[config.mk]
export PLATFORM = sky130hd
export DESIGN_NAME = servo_bus_status_packet_receiver
export DESIGN_NICKNAME = d
export VERILOG_FILES = /design/src/hw/rtl/sbspr_pkg.sv /design/src/hw/rtl/sbspr_ram.sv /design/src/hw/rtl/servo_bus_status_packet_receiver.sv
export VERILOG_INCLUDE_DIRS = /design/src /design/src/hw/rtl
export SDC_FILE = /design/constraint.sdc
export NUM_CORES = 1
export LEC_CHECK = 0
export BUFFER_PORTS_ARGS = -buffer_cell sky130_fd_sc_hd__buf_2
export CAP_MARGIN = 5
export CORE_MARGIN = 2
export CORE_UTILIZATION = 52
export CTS_BUF_LIST = sky130_fd_sc_hd__clkbuf_16
export DETAILED_ROUTE_END_ITERATION = 7
export GPL_TIMING_DRIVEN = 0
export PLACE_DENSITY_LB_ADDON = 0.12
export SYNTH_ARGS = -nofsm -noshare
export SYNTH_HDL_FRONTEND = slang
export SYNTH_SLANG_ARGS = --single-unit
[constraint.sdc]
create_clock -name clk_i -period 4.78 [get_ports clk_i]
set_clock_uncertainty 0.15 [all_clocks]
set_input_delay 0.478 -clock clk_i [delete_from_list [all_inputs] [get_ports clk_i]]
set_output_delay 0.478 -clock clk_i [all_outputs]
set_load 0.005 [all_outputs]
[src/hw/rtl/servo_bus_status_packet_receiver_defines.svh]
// assertion macros for the servo bus status packet receiver
`ifndef SERVO_BUS_STATUS_PACKET_RECEIVER_DEFINES_SVH
`define SERVO_BUS_STATUS_PACKET_RECEIVER_DEFINES_SVH

`ifndef ASSERT_OFF

`define SBSPR_ASSERT_IMP(label, clk, rst_n, ante, cons) \
  label: assert property (@(posedge clk) disable iff (!rst_n) (ante) |-> (cons)) \
    else $error("assertion failed");

`define SBSPR_ASSERT_NXT(label, clk, rst_n, ante, cons) \
  label: assert property (@(posedge clk) disable iff (!rst_n) (ante) |=> (cons)) \
    else $error("assertion failed");

`else

`define SBSPR_ASSERT_IMP(label, clk, rst_n, ante, cons)

`define SBSPR_ASSERT_NXT(label, clk, rst_n, ante, cons)

`endif

`endif

[src/hw/rtl/sbspr_pkg.sv]
// package for the servo bus status packet receiver: types, codes, sizes
`default_nettype none

package sbspr_pkg;

  localparam int unsigned MaxParams = 32;
  localparam int unsigned AddrW     = $clog2(MaxParams);
  localparam int unsigned CntW      = $clog2(MaxParams + 1);
  localparam int unsigned IdxW      = 5;

  localparam logic [7:0] HdrByte     = 8'hFF;
  localparam logic [7:0] BcastReset  = 8'd254;
  localparam logic [7:0] LenMin      = 8'd2;
  localparam logic [7:0] LenMax      = 8'(MaxParams + 2);

  typedef enum logic [1:0] {
    CMD_BEGIN   = 2'd0,
    CMD_BYTE    = 2'd1,
    CMD_TIMEOUT = 2'd2,
    CMD_NONE    = 2'd3
  } cmd_e;

  typedef enum logic [2:0] {
    ST_OK       = 3'd0,
    ST_TIMEOUT  = 3'd1,
    ST_SHORT    = 3'd2,
    ST_BAD_ID   = 3'd3,
    ST_CHECKSUM = 3'd4
  } status_e;

  typedef enum logic [3:0] {
    PH_IDLE,
    PH_HUNT1,
    PH_HUNT2,
    PH_ID,
    PH_LEN,
    PH_ERR,
    PH_PARAM,
    PH_CSUM,
    PH_EMIT_RD,
    PH_EMIT_WAIT,
    PH_EMIT_FIN
  } phase_e;

  typedef struct packed {
    logic             we;
    logic [AddrW-1:0] waddr;
    logic [7:0]       wdata;
    logic             re;
    logic [AddrW-1:0] raddr;
  } ram_req_t;

endpackage

`default_nettype wire

[src/hw/rtl/sbspr_ram.sv]
// parameter byte store: one write port, one registered read port
`default_nettype none

module sbspr_ram #(
  parameter int unsigned Depth = 32,
  parameter int unsigned Width = 8
) (
  input  wire logic                     clk_i,
  input  wire logic                     we_i,
  input  wire logic [$clog2(Depth)-1:0] waddr_i,
  input  wire logic [Width-1:0]         wdata_i,
  input  wire logic                     re_i,
  input  wire logic [$clog2(Depth)-1:0] raddr_i,
  output logic      [Width-1:0]         rdata_o
);

  logic [Width-1:0] mem_q [Depth];

  always_ff @(posedge clk_i) begin
    if (we_i) begin
      mem_q[waddr_i] <= wdata_i;
    end
  end

  always_ff @(posedge clk_i) begin
    if (re_i) begin
      rdata_o <= mem_q[raddr_i];
    end
  end

endmodule

`default_nettype wire

[src/hw/rtl/servo_bus_status_packet_receiver.sv]
// top level: servo bus status reply parser with parameter store and result register
//
// A begin item arms the parser for one device id (or finishes at once with success
// for the broadcast id). Received-byte and timeout items are taken one per cycle
// while parsing. A failure gives one final status item. On a good checksum the
// block stops taking input and plays back the stored parameters, each one read
// from the registered read port of the parameter memory before it is sent, then
// the final status item; the output side can stall each of them. A result that
// waits on a stalled output side holds off the input until it is taken. The
// parameter memory needs no clearing after reset.
`default_nettype none

`include "servo_bus_status_packet_receiver_defines.svh"

module servo_bus_status_packet_receiver (
  input  wire logic       clk_i,
  input  wire logic       rst_ni,
  input  wire logic       cfg_we_i,
  input  wire logic [7:0] cfg_wdata_i,
  input  wire logic       in_valid_i,
  output logic            in_stall_o,
  input  wire logic [1:0] cmd_i,
  input  wire logic [7:0] expected_id_i,
  input  wire logic [7:0] rx_byte_i,
  output logic            out_valid_o,
  input  wire logic       out_stall_i,
  output logic            item_kind_o,
  output logic [2:0]      status_code_o,
  output logic [7:0]      device_error_o,
  output logic [4:0]      param_index_o,
  output logic [7:0]      param_value_o,
  output logic            last_o
);

  sbspr_pkg::phase_e              phase_q, phase_d;
  logic [7:0]                     bcast_q;
  logic [7:0]                     want_id_q, want_id_d;
  logic                           seen_q, seen_d;
  logic [7:0]                     len_q, len_d;
  logic [7:0]                     sum_q, sum_d;
  logic [7:0]                     err_q, err_d;
  logic [sbspr_pkg::CntW-1:0]     cnt_q, cnt_d;
  logic [sbspr_pkg::CntW-1:0]     idx_q, idx_d;
  logic [sbspr_pkg::CntW-1:0]     idx_inc;
  logic [sbspr_pkg::CntW-1:0]     cnt_inc;

  logic                           out_valid_q, out_valid_d;
  logic                           kind_q, kind_d;
  logic [2:0]                     code_q, code_d;
  logic [7:0]                     derr_q, derr_d;
  logic [4:0]                     pidx_q, pidx_d;
  logic [7:0]                     pval_q, pval_d;
  logic                           last_q, last_d;

  sbspr_pkg::ram_req_t            ram_req;
  logic [7:0]                     ram_rdata;

  logic                           emitting;
  logic                           out_free;
  logic                           accept;
  logic                           ld;

  assign emitting = (phase_q == sbspr_pkg::PH_EMIT_RD) ||
                    (phase_q == sbspr_pkg::PH_EMIT_WAIT) ||
                    (phase_q == sbspr_pkg::PH_EMIT_FIN);
  assign out_free   = !out_valid_q || !out_stall_i;
  assign in_stall_o = emitting || !out_free;
  assign accept     = in_valid_i && !in_stall_o;
  assign idx_inc    = idx_q + 1'b1;
  assign cnt_inc    = cnt_q + 1'b1;

  always_comb begin
    phase_d   = phase_q;
    want_id_d = want_id_q;
    seen_d    = seen_q;
    len_d     = len_q;
    sum_d     = sum_q;
    err_d     = err_q;
    cnt_d     = cnt_q;
    idx_d     = idx_q;
    ld        = 1'b0;
    kind_d    = 1'b1;
    code_d    = sbspr_pkg::ST_OK;
    derr_d    = 8'd0;
    pidx_d    = 5'd0;
    pval_d    = 8'd0;
    last_d    = 1'b1;
    ram_req.we    = 1'b0;
    ram_req.waddr = cnt_q[sbspr_pkg::AddrW-1:0];
    ram_req.wdata = rx_byte_i;
    ram_req.re    = 1'b0;
    ram_req.raddr = idx_q[sbspr_pkg::AddrW-1:0];

    case (phase_q)
      sbspr_pkg::PH_EMIT_RD: begin
        ram_req.re = 1'b1;
        phase_d    = sbspr_pkg::PH_EMIT_WAIT;
      end
      sbspr_pkg::PH_EMIT_WAIT: begin
        if (out_free) begin
          ld     = 1'b1;
          kind_d = 1'b0;
          derr_d = err_q;
          pidx_d = idx_q[4:0];
          pval_d = ram_rdata;
          last_d = 1'b0;
          idx_d  = idx_inc;
          phase_d = (idx_inc >= cnt_q) ? sbspr_pkg::PH_EMIT_FIN : sbspr_pkg::PH_EMIT_RD;
        end
      end
      sbspr_pkg::PH_EMIT_FIN: begin
        if (out_free) begin
          ld      = 1'b1;
          derr_d  = err_q;
          phase_d = sbspr_pkg::PH_IDLE;
        end
      end
      default: begin
        if (accept) begin
          if (cmd_i == sbspr_pkg::CMD_BEGIN) begin
            want_id_d = expected_id_i;
            seen_d    = 1'b0;
            len_d     = 8'd0;
            sum_d     = 8'd0;
            err_d     = 8'd0;
            cnt_d     = '0;
            if (expected_id_i == bcast_q) begin
              ld      = 1'b1;
              phase_d = sbspr_pkg::PH_IDLE;
            end else begin
              phase_d = sbspr_pkg::PH_HUNT1;
            end
          end else if (phase_q != sbspr_pkg::PH_IDLE && cmd_i == sbspr_pkg::CMD_TIMEOUT) begin
            ld      = 1'b1;
            code_d  = seen_q ? sbspr_pkg::ST_SHORT : sbspr_pkg::ST_TIMEOUT;
            phase_d = sbspr_pkg::PH_IDLE;
          end else if (phase_q != sbspr_pkg::PH_IDLE && cmd_i == sbspr_pkg::CMD_BYTE) begin
            seen_d = 1'b1;
            case (phase_q)
              sbspr_pkg::PH_HUNT1: begin
                if (rx_byte_i == sbspr_pkg::HdrByte) begin
                  phase_d = sbspr_pkg::PH_HUNT2;
                end
              end
              sbspr_pkg::PH_HUNT2: begin
                phase_d = (rx_byte_i == sbspr_pkg::HdrByte) ? sbspr_pkg::PH_ID
                                                            : sbspr_pkg::PH_HUNT1;
              end
              sbspr_pkg::PH_ID: begin
                if (rx_byte_i != want_id_q) begin
                  ld      = 1'b1;
                  code_d  = sbspr_pkg::ST_BAD_ID;
                  phase_d = sbspr_pkg::PH_IDLE;
                end else begin
                  sum_d   = rx_byte_i;
                  phase_d = sbspr_pkg::PH_LEN;
                end
              end
              sbspr_pkg::PH_LEN: begin
                if (rx_byte_i < sbspr_pkg::LenMin || rx_byte_i > sbspr_pkg::LenMax) begin
                  ld      = 1'b1;
                  code_d  = sbspr_pkg::ST_SHORT;
                  phase_d = sbspr_pkg::PH_IDLE;
                end else begin
                  len_d   = rx_byte_i;
                  sum_d   = sum_q + rx_byte_i;
                  phase_d = sbspr_pkg::PH_ERR;
                end
              end
              sbspr_pkg::PH_ERR: begin
                err_d   = rx_byte_i;
                sum_d   = sum_q + rx_byte_i;
                cnt_d   = '0;
                phase_d = (len_q == sbspr_pkg::LenMin) ? sbspr_pkg::PH_CSUM
                                                       : sbspr_pkg::PH_PARAM;
              end
              sbspr_pkg::PH_PARAM: begin
                ram_req.we = (cnt_q < sbspr_pkg::CntW'(sbspr_pkg::MaxParams));
                cnt_d      = cnt_inc;
                sum_d      = sum_q + rx_byte_i;
                if (8'(cnt_inc) >= len_q - sbspr_pkg::LenMin) begin
                  phase_d = sbspr_pkg::PH_CSUM;
                end
              end
              sbspr_pkg::PH_CSUM: begin
                if (rx_byte_i != ~sum_q) begin
                  ld      = 1'b1;
                  code_d  = sbspr_pkg::ST_CHECKSUM;
                  phase_d = sbspr_pkg::PH_IDLE;
                end else begin
                  idx_d   = '0;
                  phase_d = (cnt_q == '0) ? sbspr_pkg::PH_EMIT_FIN : sbspr_pkg::PH_EMIT_RD;
                end
              end
              default: begin
                phase_d = sbspr_pkg::PH_IDLE;
              end
            endcase
          end
        end
      end
    endcase

    if (ld) begin
      out_valid_d = 1'b1;
    end else if (!out_stall_i) begin
      out_valid_d = 1'b0;
    end else begin
      out_valid_d = out_valid_q;
    end
  end

  always_ff @(posedge clk_i or negedge rst_ni) begin
    if (!rst_ni) begin
      phase_q     <= sbspr_pkg::PH_IDLE;
      bcast_q     <= sbspr_pkg::BcastReset;
      want_id_q   <= 8'd0;
      seen_q      <= 1'b0;
      len_q       <= 8'd0;
      sum_q       <= 8'd0;
      err_q       <= 8'd0;
      cnt_q       <= '0;
      idx_q       <= '0;
      out_valid_q <= 1'b0;
    end else begin
      phase_q     <= phase_d;
      if (cfg_we_i) begin
        bcast_q <= cfg_wdata_i;
      end
      want_id_q   <= want_id_d;
      seen_q      <= seen_d;
      len_q       <= len_d;
      sum_q       <= sum_d;
      err_q       <= err_d;
      cnt_q       <= cnt_d;
      idx_q       <= idx_d;
      out_valid_q <= out_valid_d;
    end
  end

  always_ff @(posedge clk_i) begin
    if (ld) begin
      kind_q <= kind_d;
      code_q <= code_d;
      derr_q <= derr_d;
      pidx_q <= pidx_d;
      pval_q <= pval_d;
      last_q <= last_d;
    end
  end

  sbspr_ram #(
    .Depth (sbspr_pkg::MaxParams),
    .Width (8)
  ) u_store (
    .clk_i   (clk_i),
    .we_i    (ram_req.we),
    .waddr_i (ram_req.waddr),
    .wdata_i (ram_req.wdata),
    .re_i    (ram_req.re),
    .raddr_i (ram_req.raddr),
    .rdata_o (ram_rdata)
  );

  assign out_valid_o    = out_valid_q;
  assign item_kind_o    = kind_q;
  assign status_code_o  = code_q;
  assign device_error_o = derr_q;
  assign param_index_o  = pidx_q;
  assign param_value_o  = pval_q;
  assign last_o         = last_q;

  `SBSPR_ASSERT_IMP(a_last_on_status, clk_i, rst_ni, out_valid_o, last_o == item_kind_o)
  `SBSPR_ASSERT_IMP(a_fail_no_derr, clk_i, rst_ni,
                    out_valid_o && status_code_o != sbspr_pkg::ST_OK, device_error_o == 8'd0)
  `SBSPR_ASSERT_IMP(a_param_in_range, clk_i, rst_ni,
                    out_valid_o && !item_kind_o, idx_q <= cnt_q)
  `SBSPR_ASSERT_NXT(a_param_then_more, clk_i, rst_ni,
                    phase_q == sbspr_pkg::PH_EMIT_WAIT && out_free, out_valid_o && !item_kind_o)

endmodule

`default_nettype wire

* Word-level counts from Yosys, hierarchy flattened
Memories as Yosys holds them, arrays and structs flattened. A register that Yosys moved wholly into a read port is not among the register bits. Cells that the tools add are included.
Word-level totals: register bits after elaboration 83, latch bits 0, memory bits (writable) 256, ROM bits 0, input port bits 31, word-level logic and storage cells 176, memories kept 1
Memories:
- u_store.mem_q | depth 32, width 8, read ports 1, clocked after Yosys merged registers in 1, write ports 1, RTL line sbspr_ram.sv:17 | logic [Width-1:0] mem_q [Depth];
Operators by class: $add $sub $neg 4, $mul 0, div/mod/pow operators 0, $lt $le $gt $ge 5, eq/ne operators 29, shift-type cells 0, multiplexer cells 78, bitwise logic cells 4, reduce and logical (&&, ||, !) cells 40
Operators by type and width (number):
- two-way mux 8 bit | 14
- two-way mux 6 bit | 10
- two-way mux 4 bit | 9
- case mux 4 bit (7 select lines) | 1
- two-way mux 1 bit | 26
- case mux 6 bit (2 select lines) | 2
- case mux 8 bit (3 select lines) | 1
- == test 4 x 3 -> 1 bit, second input constant | 4
- != test 8 bit | 2
- two-way mux 3 bit | 5
- != test 2 bit, second input constant | 7
- != test 7 bit, second input constant | 2
- adder 6 x 1 -> 6 bit, second input constant | 2
- == test 4 bit, second input constant | 3
- two-way mux 2 bit | 6
- case mux 4 bit (3 select lines) | 1
- AND reduction 6 bit | 2
- nonzero test 2 bit | 6
- nonzero test 4 bit | 3
- AND reduction 5 bit | 2
- case mux 3 bit (3 select lines) | 1
- adder 8 bit | 1
- == test 4 x 2 -> 1 bit, second input constant | 2
- == test 8 x 2 -> 1 bit, second input constant | 1
- 32 further kinds | 47

* Longest topological paths before layout
word-level depth 10, gate-level depth with buffers 12

* Modules after synthesis
Synthesis repeated with hierarchy kept, for this count alone.
Unflattened totals: cells, all modules 890, area, all modules 14863.0 µm²
By module, submodules not included:
- sbspr_ram | times used 1, cells each 417, area each 10133.5 µm², seq. area each 7927.6 µm²
- servo_bus_status_packet_receiver | times used 1, cells each 473, area each 4729.5 µm², seq. area each 2210.9 µm²

* Worst setup path before layout
No wires, ideal clock.
path type reg-to-reg, from reg idx_q[0] (netlist name), to reg phase_q[1], arrival time 2476 ps, required time 4505 ps, setup slack 2029 ps, cell stages (with the launch flop) 11, path buffers 3, path through dfrtp_1 buf_2 buf_2 buf_2 nand3_1 xnor2_1 ha_1 nand2_1 o21ai_0 a311o_1 mux2_2
Between the ends: word-level cells in the longest chain between the ends 5
Ends and longest elaborated chain:
- from (decl) | RTL line servo_bus_status_packet_receiver.sv:43 | logic [sbspr_pkg::CntW-1:0] idx_q, idx_d;
- from (signal assigned) | RTL line servo_bus_status_packet_receiver.sv:236 | idx_q <= idx_d;
- adder 6 x 1 -> 6 bit | RTL line servo_bus_status_packet_receiver.sv:69 | assign idx_inc = idx_q + 1'b1;
- >= comparator 6 bit | RTL line servo_bus_status_packet_receiver.sv:108 | phase_d = (idx_inc >= cnt_q) ? sbspr_pkg::PH_EMIT_FIN : sbspr_pkg::PH_EMIT_RD;
- two-way mux 2 bit | RTL line servo_bus_status_packet_receiver.sv:108
- two-way mux 4 bit | RTL line servo_bus_status_packet_receiver.sv:100 | if (out_free) begin
- case mux 4 bit (3 select lines) | RTL line servo_bus_status_packet_receiver.sv:94 | case (phase_q)
- to (signal assigned) | RTL line servo_bus_status_packet_receiver.sv:215 | phase_q <= sbspr_pkg::PH_IDLE;
- to (signal assigned) | RTL line servo_bus_status_packet_receiver.sv:226 | phase_q <= phase_d;
- to (decl) | RTL line servo_bus_status_packet_receiver.sv:35 | sbspr_pkg::phase_e phase_q, phase_d;
No other way between the ends. The select of a mux whose other input is x is not followed. A chain may end at the register's enable or synchronous reset.

* Worst setup path after layout
from reg idx_q[1] (netlist name), to reg phase_q[1]
Same word-level chain as after synthesis.

==> results.cfg <==
[clock_tree]
clkSinkCount = 347
cts_tree = built
hold_buffers = 1
path_clk_slew_ns = 0.07
cts_made_buffers = 36
root_buffer = clkbuf_16
postCtsSetupBuffers = 0
clock_path_buffers = 3
cts_htree_levels = 2
clk_latency_ns = 0.53
ctsResizeCount = 0

[final_layout]
layout_commonest_cell = edfxtp_1
drive_above_1_share = 0.204
nets = 1139
num_antenna_cells = 0
design_area_um2 = 17000
area_delta_synth_final_pct = 12.3
nFillCells = 2256
post-route-util = 0.592
final_cell_mix = 289 x edfxtp_1, 69 x nand2_1, 65 x buf_2

[drt]
drt_iter0_markers = 812
detail_route.wl_per_cell_um = 22.2
drcViolationCount = 0
vias_per_cell = 5.83
first_pass_iters = 5
drt-total-wl_mm = 33.2
via_count = 8704
ant_nets = 0

[logic_synthesis]
yosysWarningCount = 0
synth_mux_area_frac = 0.121
synth-seq-area-share = 0.670
synth_top_family_by_area = multiplexers
synth.largest_area_cell = edfxtp_1
ys.flop_type = edfxtp_1
synth-seq-cells = 347
synthAdderAreaFrac = 0.0226
synth_cells = 988
synth-edff-count = 289
async_flop_share = 0.167
syn-num-nets = 1045
synth_area_leaders = edfxtp_1 57%, dfrtp_1 8.4%, mux4_2 6.0%, mux2i_1 3.6%, mux2_2 2.5%
yosys.area_share.simple = 0.0796
synth_xor_xnor_area_share = 0.0191
netlist.area_leader.share = 0.573
synthDistinctLibCells = 71
syn_area_per_cell_um2 = 15.3
synth_area_um2 = 15100
synth_compound_area_frac = 0.0656

[die]
die_w_um = 175
rows = 62
io_pins = 59
dieArea_um2 = 30500
start_util = 0.527
core_area_um2 = 28700
die_h_um = 175

[timing]
hold_violations = 0
period_share = 0.759
drv_slew = 0
rsz0062_at_grt = no
max_slew_margin = 0.255
fmax_mhz = 276
period_needed_ns = 3.63
tns_ns = 0
final-setup-viol-count = 0
hold_slack_ns = 0.0495
tightest_slew_ns = 1.11

[global_route]
overflow = 0
grt_pass1_wl_mm = 51.8
grt.total_usage = 0.224
antenna_found_initial = 0
grt_max_degree = 59
grt_pass1_vias = 8702

[setup_path]
critPathArrivalTime_ns = 3.88
crit_type = reg2reg
startpoint_type = register
end_kind = register
crit_fanout = 10
cp_data_required_time_ns = 5.03

[power_and_ir_drop]
ir_drop_mv = 0.269
leakagePower_nw = 5.98
switching_share = 0.301
p_clk_frac = 0.305
power_density_nw_per_um2 = 504
pwr-share-comb = 0.266
p_int_mw = 5.99
switchingPower_mw = 2.57
pwr-share-seq = 0.429

[place]
gp_congestion = 0.911
hpwl_mm = 21.1
dpl-instance-area_um2 = 15900
portBuffers = 55

[run]
drv_cap = 0

[status]
status = completed

[worst_hold_path]
hold_path_class = in2reg
[stage by stage]
stage               cells  worst slack, ns  power (mW)
finish               1494             1.15        8.56
global route         1494            0.996        8.96
detailed placement   1427            0.959        6.01
global placement     1427            0.981        5.97
floorplan             988             2.03        5.31
CTS                  1494             1.18        8.62
[worst paths after layout]
path                                      start  slack, ns                     end  depth (start not counted)
setup / recovery           idx_q[1]$_DFFE_PN0P_       1.15  phase_q[1]$_DFFE_PN0P_                         10
hold / removal                   cfg_wdata_i[3]       0.05  bcast_q[3]$_DFFE_PN1P_                          2
setup reg to reg           idx_q[1]$_DFFE_PN0P_       1.15  phase_q[1]$_DFFE_PN0P_                         10
hold reg to reg            err_q[3]$_DFFE_PN0P_       0.35    err_q[3]$_DFFE_PN0P_                          1
max in group asynchronous                rst_ni       3.50    err_q[0]$_DFFE_PN0P_                          2
min in group asynchronous                rst_ni       0.45  bcast_q[0]$_DFFE_PN0P_                          2
[critical path, stage by stage (launching register included)]
cell and delay [ns]:
dfrtp_1 0.34, buf_2 0.28, buf_1 0.55, clkbuf_1 0.53
nand3_1 0.21, xnor2_1 0.31, ha_1 0.29, nand2_1 0.06
o21ai_0 0.13, a311o_1 0.39, mux2_2 0.27
[cell usage after synthesis, types with 22 or more instances]
| library cell | number |
|---|---|
| nand3_1 | 25 |
| edfxtp_1 | 289 |
| o221ai_1 | 40 |
| ha_1 | 25 |
| dfrtp_1 | 51 |
| clkbuf_1 | 22 |
| mux2_2 | 34 |
| nand2_1 | 69 |
| nor2_1 | 55 |
| mux2i_1 | 55 |
| and2_1 | 26 |
| o21ai_0 | 36 |
| mux4_2 | 40 |
[layout make-up]
class	instances	area, µm²	share of cell area
sequential	347	10100	0.596
multi-input combinational	571	4660	0.274
clock buffer	37	926	0.0545
tap	384	480	0.0283
timing repair buffer	56	288	0.0169
buffer	48	253	0.0149
clock inverter	29	166	0.00979
inverter	22	82.6	0.00486
[cells by family (layout without fill, tap and decap cells)]
group / Yosys count / after routing
DFF: 347 / 347
xor gates and xnor gates: 33 / 33
and+or+nand+nor: 243 / 243
buffers and inverters: 70 / 192
AOI/OAI and AO/OA: 139 / 139
adders and majority gates: 27 / 27
muxes: 129 / 129
[power by group through the flow]
stage                     combinational [mW]  clock [mW]  sequential, mW
final                                   2.28        2.61            3.67
after global routing                    2.49        2.78            3.69
after CTS                               2.29        2.66            3.67
after detailed placement                2.28           0            3.73
after global placement                  2.25           0            3.72
after floorplan                         1.61           0            3.70
[flip-flops by register name, summed over array words and instances, names as in the netlist]
register,count
bcast_q,8
cnt_q,6
device_error_o,8
err_q,8
idx_q,6
last_o,1
len_q,8
out_valid_o,1
param_index_o,5
param_value_o,8
phase_q,4
seen_q,1
status_code_o,3
sum_q,8
u_store.mem_q,256
u_store.rdata_o,8
want_id_q,8
[per-layer routing]
| layer | vias up | part of all wire | track usage | wire length (µm) |
|---|---|---|---|---|
| li1 | 4024 | - | - | - |
| met1 | 4326 | 0.45 | 0.333 | 14900 |
| met2 | 299 | 0.47 | 0.351 | 15500 |
| met3 | 55 | 0.064 | 0.0370 | 2120 |
| met4 | 0 | 0.020 | 0.0556 | 680 |
| met5 | - | 0 | 0 | 0 |
Note: power is estimated with default switching activity, not from simulation.
